$ cat src/hw/rtl/drvp_pkg.sv
// ----------------------------------------------------------------------------
// drvp_pkg: shared types and constants for the distance ramp velocity profiler
// Holds the payload structs, request and run-state codes, register addresses,
// the back-end state type and the front-to-back queue entry type.
// ----------------------------------------------------------------------------
package drvp_pkg;

    typedef enum logic [1:0] {
        REQ_POSE = 2'd0,
        REQ_HOLD = 2'd1,
        REQ_TICK = 2'd2,
        REQ_NONE = 2'd3
    } t_req;

    localparam logic [1:0] RUN_GO   = 2'd0;
    localparam logic [1:0] RUN_HELD = 2'd1;
    localparam logic [1:0] RUN_DONE = 2'd2;

    localparam logic [2:0] ADR_TARGET = 3'd0;
    localparam logic [2:0] ADR_MAXSPD = 3'd1;
    localparam logic [2:0] ADR_MINSPD = 3'd2;
    localparam logic [2:0] ADR_REV    = 3'd3;
    localparam logic [2:0] ADR_STEER  = 3'd4;

    typedef struct packed {
        logic [1:0]         req_type;
        logic signed [23:0] pos_x;
        logic signed [23:0] pos_y;
        logic               hold;
    } t_in;

    typedef struct packed {
        logic signed [16:0] speed_cmd;
        logic signed [15:0] steer_cmd;
        logic [1:0]         run_state;
    } t_out;

    // work handed from front to back: a step or a tick; a tick carries the
    // hold flag as it stood when the tick was taken
    typedef struct packed {
        logic        is_tick;
        logic        hold;
        logic [48:0] sq;      // dx^2+dy^2 for a step
    } t_job;

    typedef enum logic [2:0] {
        BK_IDLE,
        BK_SQRT,
        BK_DIV,
        BK_OUT
    } t_bk_state;

endpackage

$ cat src/hw/rtl/drvp_queue.sv
// ----------------------------------------------------------------------------
// drvp_queue: small job FIFO
// Register-based queue between front and back.
// ----------------------------------------------------------------------------
module drvp_queue
    import drvp_pkg::*;
#(
    parameter int DEPTH = 4
) (
    input  logic i_clk,
    input  logic i_rst_n,
    input  logic i_push,
    input  t_job i_job,
    output logic o_full,
    input  logic i_pop,
    output logic o_empty,
    output t_job o_job
);

    localparam int AW = $clog2(DEPTH);

    t_job            r_mem [DEPTH];
    logic [AW-1:0]   r_wp, r_rp;
    logic [AW:0]     r_cnt;

    assign o_full  = r_cnt == (AW+1)'(DEPTH);
    assign o_empty = r_cnt == '0;
    assign o_job   = r_mem[r_rp];

    always_ff @(posedge i_clk) begin
        if (i_push) r_mem[r_wp] <= i_job;
    end

    always_ff @(posedge i_clk) begin
        if (!i_rst_n) begin
            r_wp <= '0; r_rp <= '0; r_cnt <= '0;
        end else begin
            if (i_push) r_wp <= (r_wp == AW'(DEPTH-1)) ? '0 : r_wp + 1'b1;
            if (i_pop)  r_rp <= (r_rp == AW'(DEPTH-1)) ? '0 : r_rp + 1'b1;
            r_cnt <= r_cnt + (AW+1)'(i_push) - (AW+1)'(i_pop);
        end
    end

endmodule

$ cat config.mk
export PLATFORM = sky130hd
export DESIGN_NAME = drvp_queue
export DESIGN_NICKNAME = d
export VERILOG_FILES = /design/src/hw/rtl/drvp_pkg.sv /design/src/hw/rtl/drvp_queue.sv
export SDC_FILE = /design/constraint.sdc
export NUM_CORES = 1
export LEC_CHECK = 0
export BUFFER_PORTS_ARGS = -buffer_cell sky130_fd_sc_hd__buf_4
export CELL_PAD_IN_SITES_DETAIL_PLACEMENT = 0
export CELL_PAD_IN_SITES_GLOBAL_PLACEMENT = 1
export CORE_ASPECT_RATIO = 1.1
export CORE_MARGIN = 2
export CORE_UTILIZATION = 43
export DETAILED_ROUTE_END_ITERATION = 12
export PLACE_DENSITY_LB_ADDON = 0.2
export SLEW_MARGIN = 30
export SYNTH_ARGS = -nofsm -noshare
export SYNTH_HDL_FRONTEND = slang
export SYNTH_SLANG_ARGS = --single-unit
$ cat constraint.sdc
create_clock -name i_clk -period 2.95 [get_ports i_clk]
set_input_delay 0.59 -clock i_clk [delete_from_list [all_inputs] [get_ports i_clk]]
set_output_delay 0.59 -clock i_clk [all_outputs]
set_load 0.02 [all_outputs]
==> impl_metrics.tcl <==
set metrics [dict create \
    skew_ps 9.24 \
    syn2layout_area_growth_pct 24.2 \
    antenna_found_initial 0 \
    synth_fp_nets 374 \
    ys_warn_count 0 \
    clock_latency_ps 500 \
    setup_viol 0 \
    critical_path.cell_chain "buf_12, mux4_2, buf_4" \
    synthFlopType "edfxtp_1" \
    syn_area_per_cell_sq_um 25.3 \
    worst-setup-path-type "reg -> out" \
    fin_cells 696 \
    fin_nets 506 \
    finalWirelength_um 14100 \
    tightest_slew_ps 665 \
    synth_top_cell_by_area "edfxtp_1" \
    power_mw 7.12 \
    core_sq_mm 0.0178 \
    port_buffers 107 \
    grt_pass1_wl_um 22100 \
    die_h_um 146 \
    power.leakage_nw 3.36 \
    end_kind "output port" \
    ys_seq_elements 213 \
    ant_nets 0 \
    die_w_um 133 \
    hpwl_um 8550 \
    max_freq_mhz 370 \
    synth_most_common_cell "edfxtp_1" \
    via_per_inst 5.06 \
    cp.arrival_ps 2120 \
    tns_ps 0 \
    start_util 0.442 \
    ctsResizeCount 0 \
    hold_path.class "in -> reg" \
    powerDensity_mw_per_mm2 728 \
    outcome "finished, final reports clean" \
    startpoint_type "flip-flop" \
    relSlewSlack 0.557 \
    h-tree-depth 1 \
    cp_slowest_stage_delay_ps 570 \
    cts_buffers 22 \
    die_area_sq_mm 0.0194 \
    cts_buffer_depth 3 \
    ios 108 \
    grt_pass1_vias 3881 \
    vias 3520 \
    wl_per_cell_um 20.2 \
    drv_cap 0 \
    crit_slowest_cell "mux4_2" \
    antenna_cells 0 \
    async_flop_share 0 \
    rsz0062_at_grt "false" \
    finalMaxSlewViolations 0 \
    grt_max_degree 33 \
    dp.cells 657 \
    drive_gt1_frac 0.454 \
    ctsHoldBuffers 0 \
    synth_top_area_frac 0.778 \
    post_synth_num_cell_types 20 \
    worstPathRequired_ps 2360 \
    layout_min_cycle_time_ps 2710 \
    syn_area_sq_mm 0.00788 \
    clkTransAtPathRegs_ps 60 \
    synth_edf_count 204 \
    hold_viol 0 \
    drcViolationCount 0 \
    rows 51 \
    cts-root-buf "clkbuf_16" \
    clkSinkCount 213 \
    cts_tree "done" \
    synthCells 311 \
    ys_seq_area_frac 0.801 \
    dr.pass1.iters 4 \
    dr.first_iter.drc_count 147 \
    ys_top_cells_by_count "204 x edfxtp_1, 50 x mux4_2, 9 x dfxtp_1" \
    peakVddDrop_mv 0.379 \
    grt_usage 0.148 \
    fin_crit_sh 0.917 \
    place_congestion 0.690 \
    yosys-top-cells-area "edfxtp_1 78%, mux4_2 14%, dfxtp_1 2.3%" \
    overflow 0 \
    postCtsSetupRepairBufs 0 \
    cp_max_fo 32 \
]
-- state kept, by name, indices dropped and copies added, names as in the netlist, named ones only --
signal  flops
r_mem     204
r_rp        2
r_cnt       3
r_wp        2
-- final cells by class --
cell class,instances,area (sq um)
Fill cell,1376,8020
Sequential cell,213,6310
Multi-Input combinational cell,79,1410
Timing Repair Buffer,120,976
Clock buffer,24,558
Tap cell,238,298
Clock inverter,15,203
Inverter,7,26.3
-- logic make-up (layout without fill, tap and decap cells) --
| group | Yosys count | in the layout | share of synthesized area |
|---|---|---|---|
| compound gates | 2 | 2 | 0.00127 |
| xor+xnor | 1 | 1 | 0.00302 |
| fa+ha+maj | 8 | 8 | 0.0137 |
| buf+inv | 19 | 166 | 0.0211 |
| flops | 213 | 213 | 0.801 |
| mux | 53 | 53 | 0.149 |
| simple gates | 15 | 15 | 0.0114 |
-- power breakdown --
part | total, mW | internal, mW | switching (mW) | leakage [nW]
clock | 2.88 | 1.80 | 1.08 | 0.370
sequential | 3.50 | 3.45 | 0.0504 | 1.95
combinational | 0.738 | 0.365 | 0.374 | 1.04
-- final timing paths --
| kind | slack, ps | from | depth (start not counted) | to |
|---|---|---|---|---|
| setup / recovery | 240 | flip-flop | 3 | o_job[13] |
| hold / removal | 290 | i_job[49] | 1 | r_mem[1][49] |
| setup reg to reg | 1150 | r_wp[0] | 4 | r_mem[2][32] |
| hold reg to reg | 520 | r_rp[0] | 2 | flip-flop |
-- through the flow --
step | cell area, sq um | utilization | hold slack, ps | worst slack [ps]
3_3_place_gp | 9020 | 0.507 | 476 | 709
4_1_cts | 9780 | 0.549 | 264 | 175
5_1_grt | 9780 | 0.549 | 267 | 109
6_report | 9780 | 0.549 | 288 | 245
3_5_place_dp | 9020 | 0.507 | 511 | 722
2_1_floorplan | 7880 | - | 476 | 729
-- placed cells by master (no fill, tap or decap) --
| cell type | Yosys | layout |
|---|---|---|
| and2_2 | 0 | 4 |
| buf_4 | 0 | 114 |
| a21oi_1 | 2 | 2 |
| fa_1 | 1 | 1 |
| clkbuf_1 | 0 | 2 |
| xor3_1 | 1 | 1 |
| and2_1 | 6 | 2 |
| or3b_2 | 2 | 2 |
| edfxtp_1 | 204 | 204 |
| dfxtp_4 | 0 | 1 |
| inv_1 | 7 | 7 |
| dfxtp_1 | 9 | 7 |
| nor3_1 | 1 | 1 |
| clkinv_2 | 0 | 2 |
| mux4_2 | 50 | 50 |
| bufinv_16 | 0 | 5 |
| mux2i_1 | 2 | 2 |
| clkinv_8 | 0 | 1 |
| clkinv_1 | 0 | 7 |
| mux4_1 | 1 | 1 |
| nor2_1 | 3 | 3 |
| dfxtp_2 | 0 | 1 |
| buf_12 | 5 | 6 |
| ha_1 | 7 | 7 |
| nand2b_1 | 2 | 2 |
| clkbuf_16 | 0 | 22 |
| and3_1 | 1 | 1 |
-- metal layers --
layer  vias up  global-route usage  share of wire
met3        19              0.0348          0.061
met5         -                   0              0
met1      1822               0.181           0.41
met4         0              0.0446          0.019
li1       1578                   -              -
met2       101               0.263           0.51
-- critical path: cells and delay by family, from the launching register on --
family,cells,cell delay (ps)
buffers and inverters,2,500
flip-flops,1,530
multiplexers,1,570
Note: power is estimated with default switching activity, not from simulation.
