`src/hw/rtl/drvp_pkg.sv`:
```
// ----------------------------------------------------------------------------
// drvp_pkg: shared types and constants for the distance ramp velocity profiler
// Holds the payload structs, request and run-state codes, register addresses,
// the back-end state type and the front-to-back queue entry type.
// ----------------------------------------------------------------------------
package drvp_pkg;

    typedef enum logic [1:0] {
        REQ_POSE = 2'd0,
        REQ_HOLD = 2'd1,
        REQ_TICK = 2'd2,
        REQ_NONE = 2'd3
    } t_req;

    localparam logic [1:0] RUN_GO   = 2'd0;
    localparam logic [1:0] RUN_HELD = 2'd1;
    localparam logic [1:0] RUN_DONE = 2'd2;

    localparam logic [2:0] ADR_TARGET = 3'd0;
    localparam logic [2:0] ADR_MAXSPD = 3'd1;
    localparam logic [2:0] ADR_MINSPD = 3'd2;
    localparam logic [2:0] ADR_REV    = 3'd3;
    localparam logic [2:0] ADR_STEER  = 3'd4;

    typedef struct packed {
        logic [1:0]         req_type;
        logic signed [23:0] pos_x;
        logic signed [23:0] pos_y;
        logic               hold;
    } t_in;

    typedef struct packed {
        logic signed [16:0] speed_cmd;
        logic signed [15:0] steer_cmd;
        logic [1:0]         run_state;
    } t_out;

    // work handed from front to back: a step or a tick; a tick carries the
    // hold flag as it stood when the tick was taken
    typedef struct packed {
        logic        is_tick;
        logic        hold;
        logic [48:0] sq;      // dx^2+dy^2 for a step
    } t_job;

    typedef enum logic [2:0] {
        BK_IDLE,
        BK_SQRT,
        BK_DIV,
        BK_OUT
    } t_bk_state;

endpackage

```
`src/hw/rtl/drvp_front.sv`:
```
// ----------------------------------------------------------------------------
// drvp_front: input classifier
// Accepts items, keeps the last position and the hold flag, and pushes
// step and tick jobs into the queue.
// ----------------------------------------------------------------------------
module drvp_front
    import drvp_pkg::*;
(
    input  logic  i_clk,
    input  logic  i_rst_n,
    input  logic  i_valid,
    output logic  o_ready,
    input  t_in   i_item,
    output logic  o_push,
    output t_job  o_job,
    input  logic  i_full
);

    logic signed [23:0] r_last_x, r_last_y;
    logic               r_have_last;
    logic               r_hold;
    logic signed [24:0] r_dx, r_dy;
    logic               r_sqv;
    logic               r_pend;        // square stage busy
    logic signed [49:0] w_sq;
    logic               w_acc;

    assign o_ready = !i_full && !r_pend;
    assign w_acc   = i_valid && o_ready;

    assign w_sq = r_dx * r_dx + r_dy * r_dy;

    // squaring from the registered differences; the step is pushed in the cycle after the pose
    always_comb begin
        o_push       = 1'b0;
        o_job.is_tick = 1'b0;
        o_job.hold   = r_hold;
        o_job.sq     = w_sq[48:0];
        if (r_pend) begin
            o_push = r_sqv;
        end else if (w_acc && t_req'(i_item.req_type) == REQ_TICK) begin
            o_push        = 1'b1;
            o_job.is_tick = 1'b1;
        end
    end

    always_ff @(posedge i_clk) begin
        if (!i_rst_n) begin
            r_have_last <= 1'b0;
            r_hold      <= 1'b0;
            r_pend      <= 1'b0;
            r_sqv       <= 1'b0;
            r_last_x    <= '0;
            r_last_y    <= '0;
        end else begin
            r_pend <= w_acc && t_req'(i_item.req_type) == REQ_POSE;
            if (w_acc) begin
                unique case (t_req'(i_item.req_type))
                    REQ_POSE: begin
                        r_dx        <= 25'(i_item.pos_x) - 25'(r_last_x);
                        r_dy        <= 25'(i_item.pos_y) - 25'(r_last_y);
                        r_sqv       <= r_have_last;
                        r_last_x    <= i_item.pos_x;
                        r_last_y    <= i_item.pos_y;
                        r_have_last <= 1'b1;
                    end
                    REQ_HOLD: r_hold <= i_item.hold;
                    default: ;
                endcase
            end
        end
    end

endmodule

```
`config.mk`:
```
export PLATFORM = sky130hd
export DESIGN_NAME = drvp_front
export DESIGN_NICKNAME = d
export VERILOG_FILES = /design/src/hw/rtl/drvp_pkg.sv /design/src/hw/rtl/drvp_front.sv
export SDC_FILE = /design/constraint.sdc
export NUM_CORES = 2
export LEC_CHECK = 0
export ABC_AREA = 1
export BUFFER_PORTS_ARGS = -buffer_cell sky130_fd_sc_hd__buf_2
export CAP_MARGIN = 20
export CORE_ASPECT_RATIO = 1.1
export CORE_MARGIN = 8
export CORE_UTILIZATION = 68
export DETAILED_ROUTE_END_ITERATION = 7
export PLACE_DENSITY = 0.92
export SLEW_MARGIN = 30
export SYNTH_ARGS = -nofsm -noshare
export SYNTH_HDL_FRONTEND = slang
export SYNTH_SLANG_ARGS = --single-unit
export TNS_END_PERCENT = 5
```
`constraint.sdc`:
```
create_clock -name i_clk -period 25.4 [get_ports i_clk]
set_input_delay 2.54 -clock i_clk [delete_from_list [all_inputs] [get_ports i_clk]]
set_output_delay 2.54 -clock i_clk [all_outputs]
set_load 0.01 [all_outputs]
```
==> run_results.csv <==
group,metric,value,unit
status,status,"complete, no violations",
final_layout,layout-drive-gt1-share,0.0439,
timing,setup_viol_count_final,0,
floorplanning,start_util,0.683,
final_layout,count_of_nets_after_finishing,7095,
cts,clock_tree.root_cell,"clkbuf_16",
cts,tritoncts,"built",
cts,postCtsSetupRepairBufs,0,
worst_hold_path,worst_hold_path_type,"register to register",
logic_synthesis,synth-edff-count,50,
final_layout,num-fill-cells,4843,
global_routing,grt_first_pass_wirelength,206,mm
logic_synthesis,post_synth_instance_area,0.0478,mm^2
setup_path,cp_data_required_time,22.86,ns
routing,drt_iter0_drc,2558,
floorplanning,chipHeight,294,um
setup_path,ff2ff_setup_slack,23.06,ns
floorplanning,i_o_pin_total,108,
logic_synthesis,yosys.area_share.xor_xnor,0.0196,
routing,via_per_inst,5.55,
placement,place.detailed.hpwl,113,mm
cts,clkSlewWorstSetupHoldPaths,0.08,ns
routing,drtPass1Iterations,6,
global_routing,pin_count_of_the_biggest_net_entering_global_routing,102,
setup_path,timing.rr.start,"r_last_x[9]",
timing,fin_setup_tns,0,ns
final_layout,area_growth,3.74,%
logic_synthesis,synth.distinct_cells,50,
logic_synthesis,synth_mux_area_frac,0,
global_routing,first_global_vias,41300,
final_layout,most_frequent_standard_cell_in_the_layout_excluding_fill_and_tap_cells,"inv_1",
cts,numCtsBuffers,9,
routing,drt_antenna_net_count,0,
cts,cts_max_path_buffers,2,
setup_path,worstPathMaxFanout,34,
timing,final.min_clock_period,12.08,ns
setup_path,critical_path.most_common_cell,"fa_1",
floorplanning,coreArea,0.0701,mm^2
floorplanning,die_width,269,um
setup_path,sort_of_element_at_the_end_of_the_critical_path,"output port",
timing,setup_repair_after_global_routing_missed_its_margin,"false",
routing,dr_total_vias,35400,
placement,io_buffer_count,107,
run,maxCapViolations,0,
timing,timing.final.max_slew_violations,0,
logic_synthesis,post_synthesis_compound_gate_area_fraction,0.0379,
global_routing,gr-total-overflow,0,
worst_hold_path,hold_end,"r_last_x[23]",
logic_synthesis,avgSynthCellArea,8.81,um^2
cts,hold_buffers,0,
setup_path,timing.rr.end,"r_dx[20]",
floorplanning,die_area,0.0791,mm^2
logic_synthesis,main_combinational_cell_family_by_area_after_synthesis,"adder cells",
logic_synthesis,syn-instance-count,5429,
final_layout,layout.cells.non_filler,6376,
floorplanning,placement_rows,102,
cts,cts_resized,0,
worst_hold_path,hold_depth,2,
routing,drt_drc_violations_left,0,
setup_path,crit_slowest_cell,"fa_1",
timing,timing.clock.skew,0.0148,ns
timing,hold_violations,0,
logic_synthesis,yosys_register_bits,102,
setup_path,r2r_cells,9,
routing,wire_per_inst,20.5,um
final_layout,final_core_utilization,0.708,
final_layout,antenna_cells,0,
logic_synthesis,ys_seq_area_frac,0.0531,
setup_path,slowest_delay,0.90,ns
logic_synthesis,yosys_warnings,0,
routing,routed_wl,131,mm
global_routing,grt_antenna_before_repair,0,
logic_synthesis,synthesis.nets,7089,
logic_synthesis,synth_flop_cell,"dfxtp_1",
logic_synthesis,post_synth_and_or_nand_nor_area_fraction,0.0978,
cts,cts_max_level,3,
final_layout,most-common-layout-cells,"inv_1, fa_1, nand2_1, ha_1, a21oi_1",
placement,globalplace.congestion,1.03,
cts,clk-insertion-delay-late,0.40,ns
setup_path,timing_worst_setup_path_type,"register to output port",
logic_synthesis,synthAdderAreaFrac,0.625,
timing,slew-limit-headroom,0.377,
timing,maxClockFrequency,0.0828,GHz
timing,worstMarginPinSlew,0.935,ns
setup_path,cp.arrival,9.54,ns
cts,cts.sink_count,102,
timing,final_min_period_over_clock_period,0.475,
global_routing,grtUsageTotal,0.345,
worst_hold_path,min-delay-start,"r_last_x[23]",
placement,place_inst,6359,
logic_synthesis,post_synth_arst_share,0,
setup_path,worst_setup_path_start_kind,"register",
## worst max-delay path by stage
stage	cells past startpoint	start	slack (ns)	end
finish	29	r_dy[24]	13.32	o_job[48]
CTS	29	r_dy[24]	13.43	o_job[48]
floorplan	29	r_dy[24]	15.17	o_job[47]
global route	30	r_dy[24]	12.97	o_job[48]
detailed placement	29	r_dy[24]	13.91	o_job[48]
global placement	29	r_dy[24]	14.10	o_job[48]
## sequential cells by signal (all words and copies together) (netlist names)
signal       count
r_pend           1
r_last_x        24
r_dy            25
r_have_last      1
r_dx            25
r_last_y        24
r_sqv            1
r_hold           1
## metal layers
metal,vias to the layer above,global-route usage,routed length [um]
met5,-,0,0
met4,0,0.313,14200
met3,756,0.0424,8260
met2,1857,0.615,68100
met1,17700,0.350,40100
li1,15100,-,-
## stage by stage
stage / hold WS (ns) / setup slack (ns) / cell area [um^2]
6_report: 0.460 / 13.32 / 49600
5_1_grt: 0.478 / 12.97 / 49600
4_1_cts: 0.462 / 13.43 / 49600
3_5_place_dp: 0.452 / 13.91 / 49300
3_3_place_gp: 0.429 / 14.10 / 49300
2_1_floorplan: 0.420 / 15.17 / 47800
## kinds of logic after synthesis
group                    Yosys count
buffers and inverters           2120
adder cells (fa/ha/maj)         1605
AND/OR/NAND/NOR                 1166
AO/OA/AOI/OAI                    328
XOR/XNOR                         107
flip-flops                       102
other                              1
## cell usage after synthesis, types with 11 or more instances
cell | n | area, um^2
a21o_1 | 11 | 82.6
a21oi_1 | 155 | 776
a31oi_1 | 12 | 75.1
clkbuf_1 | 157 | 589
dfxtp_1 | 52 | 1040
edfxtp_1 | 50 | 1500
fa_1 | 1308 | 26200
ha_1 | 297 | 3720
inv_1 | 1940 | 7280
inv_2 | 11 | 41.3
nand2_1 | 909 | 3410
nand3_1 | 57 | 285
nor2_1 | 123 | 462
nor2_2 | 12 | 75.1
nor3_1 | 14 | 70.1
o21ai_0 | 98 | 490
o21ai_1 | 12 | 60.1
o21bai_1 | 17 | 128
or2_2 | 11 | 68.8
xnor2_1 | 35 | 307
xor2_1 | 72 | 631
## layout make-up
class                      instances  area (um^2)  share of cell area
clock buffer                       9          225             0.00454
clock inverter                     7         52.6             0.00106
inverter                        1952         7330               0.148
multi-input combinational       3207        37400               0.753
sequential                       102         2540              0.0512
tap                              936         1170              0.0236
timing repair buffer             163          963              0.0194
## worst max-delay path: cells and delay by family, from the launching register on
family | cells | cell delay [ns]
buffers and inverters | 9 | 1.16
and+or+nand+nor | 5 | 0.93
DFF | 1 | 0.37
adders and majority gates | 10 | 5.65
AOI/OAI and AO/OA | 5 | 1.00
Power is not shown: default switching activity piles up to over one toggle a cycle in this logic, so the estimate is an artifact.
