[src/hw/rtl/drvp_pkg.sv]
// ----------------------------------------------------------------------------
// drvp_pkg: shared types and constants for the distance ramp velocity profiler
// Holds the payload structs, request and run-state codes, register addresses,
// the back-end state type and the front-to-back queue entry type.
// ----------------------------------------------------------------------------
package drvp_pkg;

    typedef enum logic [1:0] {
        REQ_POSE = 2'd0,
        REQ_HOLD = 2'd1,
        REQ_TICK = 2'd2,
        REQ_NONE = 2'd3
    } t_req;

    localparam logic [1:0] RUN_GO   = 2'd0;
    localparam logic [1:0] RUN_HELD = 2'd1;
    localparam logic [1:0] RUN_DONE = 2'd2;

    localparam logic [2:0] ADR_TARGET = 3'd0;
    localparam logic [2:0] ADR_MAXSPD = 3'd1;
    localparam logic [2:0] ADR_MINSPD = 3'd2;
    localparam logic [2:0] ADR_REV    = 3'd3;
    localparam logic [2:0] ADR_STEER  = 3'd4;

    typedef struct packed {
        logic [1:0]         req_type;
        logic signed [23:0] pos_x;
        logic signed [23:0] pos_y;
        logic               hold;
    } t_in;

    typedef struct packed {
        logic signed [16:0] speed_cmd;
        logic signed [15:0] steer_cmd;
        logic [1:0]         run_state;
    } t_out;

    // work handed from front to back: a step or a tick; a tick carries the
    // hold flag as it stood when the tick was taken
    typedef struct packed {
        logic        is_tick;
        logic        hold;
        logic [48:0] sq;      // dx^2+dy^2 for a step
    } t_job;

    typedef enum logic [2:0] {
        BK_IDLE,
        BK_SQRT,
        BK_DIV,
        BK_OUT
    } t_bk_state;

endpackage

[src/hw/rtl/drvp_back.sv]
// ----------------------------------------------------------------------------
// drvp_back: execution engine
// Integer square root and restoring divide, one bit a cycle; keeps the
// travelled distance and builds tick results in an output register.
// ----------------------------------------------------------------------------
module drvp_back
    import drvp_pkg::*;
(
    input  logic        i_clk,
    input  logic        i_rst_n,
    input  logic        i_empty,
    input  t_job        i_job,
    output logic        o_pop,
    input  logic [23:0] i_target,
    input  logic [15:0] i_max,
    input  logic [15:0] i_min,
    input  logic        i_rev,
    input  logic [15:0] i_steer,
    output logic        o_valid,
    input  logic        i_ready,
    output t_out        o_item
);

    t_bk_state r_st, n_st;
    logic [31:0] r_trav;
    logic        r_fin;
    // sqrt: root is kept scaled by the current bit, so it needs the full width
    logic [49:0] r_rem;
    logic [49:0] r_root;
    logic [49:0] r_bit;
    // divide: numerator magnitude up to 16+25 bits
    logic [41:0] r_num;
    logic [24:0] r_drem;
    logic [5:0]  r_cnt;
    logic        r_neg, r_up;
    logic signed [16:0] r_base;
    logic        r_ov;
    t_out        r_out;

    logic [49:0] w_trial;
    logic [24:0] w_dsh;
    logic [32:0] w_d2;
    logic [32:0] w_ddiff;
    logic signed [16:0] w_delta;
    logic [16:0] w_dmag;
    logic [41:0] w_prod;
    logic [32:0] w_sum;
    logic signed [17:0] w_spd;
    logic signed [17:0] w_q;

    assign o_valid = r_ov;
    assign o_item  = r_out;
    assign o_pop   = r_st == BK_IDLE && !i_empty && !r_ov;

    assign w_trial = r_rem - (r_root + r_bit);
    assign w_d2    = {r_trav, 1'b0};
    assign w_ddiff = w_d2 - 33'(i_target);
    assign w_delta = $signed({1'b0, i_max}) - $signed({1'b0, i_min});
    assign w_dmag  = w_delta[16] ? 17'(-w_delta) : 17'(w_delta);
    // |distance term| < T so fits 24 bits
    assign w_prod  = w_dmag * (w_d2 < 33'(i_target) ? w_d2[24:0] : w_ddiff[24:0]);
    assign w_dsh   = {r_drem[23:0], r_num[41]};
    assign w_sum   = 33'(r_trav) + 33'(r_root);
    assign w_q     = r_neg ? -$signed({1'b0, r_num[16:0]}) : $signed({1'b0, r_num[16:0]});
    assign w_spd   = r_up ? 18'(r_base) + w_q : 18'(r_base) - w_q;

    always_ff @(posedge i_clk) begin
        if (!i_rst_n) r_st <= BK_IDLE;
        else          r_st <= n_st;
    end

    always_comb begin
        n_st = r_st;
        unique case (r_st)
            BK_IDLE: if (o_pop) begin
                if (!i_job.is_tick)                          n_st = BK_SQRT;
                else if (!r_fin && !i_job.hold && r_trav < 32'(i_target)) n_st = BK_DIV;
            end
            BK_SQRT: if (r_bit == '0) n_st = BK_IDLE;
            BK_DIV:  if (r_cnt == '0) n_st = BK_OUT;
            BK_OUT:  n_st = BK_IDLE;
            default: n_st = BK_IDLE;
        endcase
    end

    always_ff @(posedge i_clk) begin
        if (!i_rst_n) begin
            r_trav <= '0;
            r_fin  <= 1'b0;
            r_ov   <= 1'b0;
        end else begin
            if (r_ov && i_ready) r_ov <= 1'b0;
            unique case (r_st)
                BK_IDLE: if (o_pop) begin
                    r_rem  <= {1'b0, i_job.sq};
                    r_root <= '0;
                    r_bit  <= 50'd1 << 48;
                    r_num  <= w_prod;
                    r_drem <= '0;
                    r_cnt  <= 6'd41;
                    r_neg  <= w_delta[16];
                    r_up   <= w_d2 < 33'(i_target);
                    r_base <= w_d2 < 33'(i_target) ? $signed({1'b0, i_min})
                                                   : $signed({1'b0, i_max});
                    if (i_job.is_tick && !r_fin) begin
                        r_out.steer_cmd <= i_steer;
                        r_out.speed_cmd <= '0;
                        if (i_job.hold) begin
                            r_out.run_state <= RUN_HELD; r_ov <= 1'b1;
                        end else if (r_trav >= 32'(i_target)) begin
                            r_out.run_state <= RUN_DONE; r_ov <= 1'b1;
                            r_fin <= 1'b1;
                        end
                    end
                end
                BK_SQRT: begin
                    if (r_bit != '0) begin
                        if (r_rem >= r_root + r_bit) begin
                            r_rem  <= w_trial;
                            r_root <= (r_root >> 1) + r_bit;
                        end else begin
                            r_root <= r_root >> 1;
                        end
                        r_bit <= r_bit >> 2;
                    end else begin
                        r_trav <= w_sum[32] ? '1 : w_sum[31:0];
                    end
                end
                BK_DIV: begin
                    // restoring divide, quotient bits shift into r_num
                    if (w_dsh >= 25'(i_target)) begin
                        r_drem <= w_dsh - 25'(i_target);
                        r_num  <= {r_num[40:0], 1'b1};
                    end else begin
                        r_drem <= w_dsh;
                        r_num  <= {r_num[40:0], 1'b0};
                    end
                    r_cnt <= r_cnt - 1'b1;
                end
                BK_OUT: begin
                    r_out.speed_cmd <= i_rev ? 17'(-w_spd) : 17'(w_spd);
                    r_out.run_state <= RUN_GO;
                    r_ov <= 1'b1;
                end
                default: ;
            endcase
        end
    end

endmodule

[config.mk]
export PLATFORM = sky130hd
export DESIGN_NAME = drvp_back
export DESIGN_NICKNAME = d
export VERILOG_FILES = /design/src/hw/rtl/drvp_pkg.sv /design/src/hw/rtl/drvp_back.sv
export SDC_FILE = /design/constraint.sdc
export NUM_CORES = 2
export LEC_CHECK = 0
export BUFFER_PORTS_ARGS = -buffer_cell sky130_fd_sc_hd__clkbuf_2
export CORE_MARGIN = 5
export CORE_UTILIZATION = 25
export CTS_CLUSTER_DIAMETER = 100
export DETAILED_ROUTE_END_ITERATION = 10
export PLACE_DENSITY_LB_ADDON = 0.3
export SETUP_SLACK_MARGIN = 0.05
export SLEW_MARGIN = 30
export SYNTH_ARGS = -nofsm -noshare
export SYNTH_HDL_FRONTEND = slang
export SYNTH_SLANG_ARGS = --single-unit
[constraint.sdc]
create_clock -name i_clk -period 13.6 [get_ports i_clk]
set_input_delay 4.08 -clock i_clk [delete_from_list [all_inputs] [get_ports i_clk]]
set_output_delay 4.08 -clock i_clk [all_outputs]
set_load 0.05 [all_outputs]
==> metrics.txt <==
post-synthesis mux area share=under 10%; synthesized instance count=4390; Power Density=129 nW/um^2; class of the most critical setup path=in -> reg; Clock Path Buffers=3; vias post-DR=~32k; sequential fraction of design power=24.3%; Chip Height=about 400 um; overall routed net length=115 mm; Synth Area in Adders=29.7%; initial antenna violation count=3; #FFs+latches synth=286; RSZ-0062 raised after global routing=true; CP arrival=13.44 ns; Fin Hold WS=between 0.5 and 0.6 ns; LEAKAGE=19.7 nW; Tmin final=13.09 ns; CTS Buf Count=43; antenna diode count=0; drt wl/cell=17.3 um; Critical Path Max Stage Delay=around 0.54 ns; Synth area leader=edfxtp_1; Starting Density=25.2%; post-synthesis xor/xnor area fraction=6.66%; remaining antenna violation count=0; Final Hold Fails=0; Ports=165; crit path launch=i_max[0]; Crit path top cell by count=fa_1; Chip Width=404 um; Final Instance Area=44000 um^2; Slew Limit Fails=0; Synth Net Count=between 5k and 6k; Compound-Gate Fraction of Synth Area=between 10% and 20%; number of port buffers=164; layout cells sized above 1=10.6%; hold_buf cts=0; Via-to-Cell Ratio=4.78; Psw=2.59 mW; global-route wire length before repair=182 mm; Placer Congestion=0.853; # rows=approximately 140; Die Area=between 150000 and 200000 um^2; CP required=13.95 ns; Seq/Total Area, Yosys=about a fifth; Clock Sinks=286; Mapped Area=38800 um^2; post-synthesis simple-gate area fraction=16.2%; type of destination of the critical path=flip-flop; Logic pwr share=55.5%; achievable clock frequency=0.0764 GHz; Netlist cell types=a little under 90; # placed instances=6550; largest family of logic cells by synthesized area=adder cells; clock slew at reported path FFs=about 0.06 ns; final period utilization=96.2%; Tot GR Track Use=roughly 14%; layout net count=5391; synth top area cells=edfxtp_1 (19%), fa_1 (18%), ha_1 (12%); CP max-delay cell=fa_1; largest net degree at the start of global routing=76; fill count=between 15k and 20k; top cell type's share of synthesized area=just under 20%; Pint=3.11 mW; DP HPWL=91.6 mm; non-filler instance count after layout=6630; DP Area=between 40000 and 50000 um^2; Setup WS pre-CTS=-0.301 ns; post-cts resize count=0; post-layout util=approximately 29%; Post-Syn Area per Cell=8.84 um^2; Worst VDD drop=roughly 0.00013 V; most common flop cell mapped by yosys=edfxtp_1; CTS tree=done; Core Region=154000 um^2; # Max-Cap Violations=0; most frequent cells after synthesis=inv_1 (563), nand2_1 (498), ha_1 (362), fa_1 (350), edfxtp_1 (250); htree depth=2; ys async rst share=0%; most common cell in the netlist=inv_1; DRC errors left=0; Clock Skew=0.0381 ns; DRT Pass-1 Iters=5; number of global-route vias before repair=about 32k; actual slew at the worst max-slew pin=0.872 ns; Synth Warn #=0; buffers inserted by post-CTS timing repair=0; PnR worst setup slack=0.510 ns; CTS root buf=clkbuf_16; clock power share=20.2%; Switching Fraction=roughly 46%; Hold Path Class=reg -> reg; Crit Path Max Fanout=18; Worst-Skew Late Latency=0.63 ns; CP startpoint kind=input port; EDFF count, synth=250; status=finished clean; Congestion Overflow GR=0; worst r2r src=r_trav[1]; final setup vio count=0; Area Growth Syn to Fin=13.6%; min-delay src=r_fin; DRT iter0 DRCs=1850; relative slew slack=40.3%
-- layout by cell type, fill, tap and decap left out, types with 16 or more instances in the layout --
cell	instances
nand2_1	498
nand3_1	44
fa_1	350
and3_1	27
nor3_1	66
a21oi_1	241
inv_1	563
and2_1	133
edfxtp_1	250
a31oi_1	72
o31ai_1	25
o21ai_0	205
buf_4	96
ha_1	359
a21o_1	110
or3_1	27
xor2_1	126
dfxtp_1	36
nor4_1	16
nand4_1	46
xnor2_1	157
o211ai_1	25
mux2_2	61
clkbuf_2	164
nor2b_1	62
nor2_1	238
o21a_1	47
o21bai_1	37
mux2i_1	35
a211oi_1	43
nand2b_1	74
clkbuf_16	45
-- worst paths after layout --
check,endpoint,slack (ns),cells past startpoint
max,r_num[41],0.51,38
min,r_fin,0.50,1
max reg2reg,r_num[41],4.01,32
min reg2reg,r_fin,0.50,1
-- logic make-up after synthesis --
kind of cell             Yosys count
AO/OA/AOI/OAI                    982
AND/OR/NAND/NOR                 1304
adder cells (fa/ha/maj)          712
flip-flops                       286
XOR/XNOR                         294
buffers and inverters            716
multiplexers                      96
-- worst max-delay path: cells and delay by family --
family | cells | cell delay (ns)
AOI/OAI and AO/OA | 13 | 3.12
xor gates and xnor gates | 1 | 0.34
adders and majority gates | 9 | 3.99
buffers and inverters | 10 | 1.08
and+or+nand+nor | 5 | 0.83
-- power groups by stage --
stage	Clock (mW)	Combinational [mW]	Sequential (mW)
6_report	1.15	3.16	1.39
5_1_grt	1.23	3.51	1.41
4_1_cts	1.20	3.17	1.39
3_5_place_dp	0	3.14	1.40
3_3_place_gp	0	3.13	1.40
2_1_floorplan	0	2.31	1.40
-- layer usage --
metal	vias up	part of all wire (%)	GRT usage, %
met5	-	0	0
met4	0	2.3	3.32
li1	15400	-	-
met3	111	5.1	1.92
met2	672	45	22.9
met1	15500	47	19.3
-- cell type report --
| type | instances | area [um^2] | area share, % |
|---|---|---|---|
| Multi-Input combinational cell | 3388 | 28000 | 63.7 |
| Clock inverter | 26 | 243 | 0.551 |
| Sequential cell | 286 | 8230 | 18.7 |
| Clock buffer | 54 | 1170 | 2.66 |
| Inverter | 564 | 2120 | 4.81 |
| Timing Repair Buffer | 268 | 1690 | 3.84 |
| Tap cell | 2044 | 2560 | 5.81 |
-- state kept, by name (all words and copies together) (netlist names) --
register / flops
r_drem: 24
r_rem: 50
r_st: 2
o_valid: 1
r_neg: 1
r_trav: 32
r_num: 42
o_item: 35
r_fin: 1
r_base: 16
r_cnt: 6
r_up: 1
r_bit: 25
r_root: 50
-- stage by stage --
stage / power, mW / setup TNS, ns
6_report: 5.70 / 0
5_1_grt: 6.15 / 0
4_1_cts: 5.75 / 0
3_5_place_dp: 4.54 / -0.404
3_3_place_gp: 4.53 / -0.210
2_1_floorplan: 3.71 / 0
(Power assumes the default switching activity.)
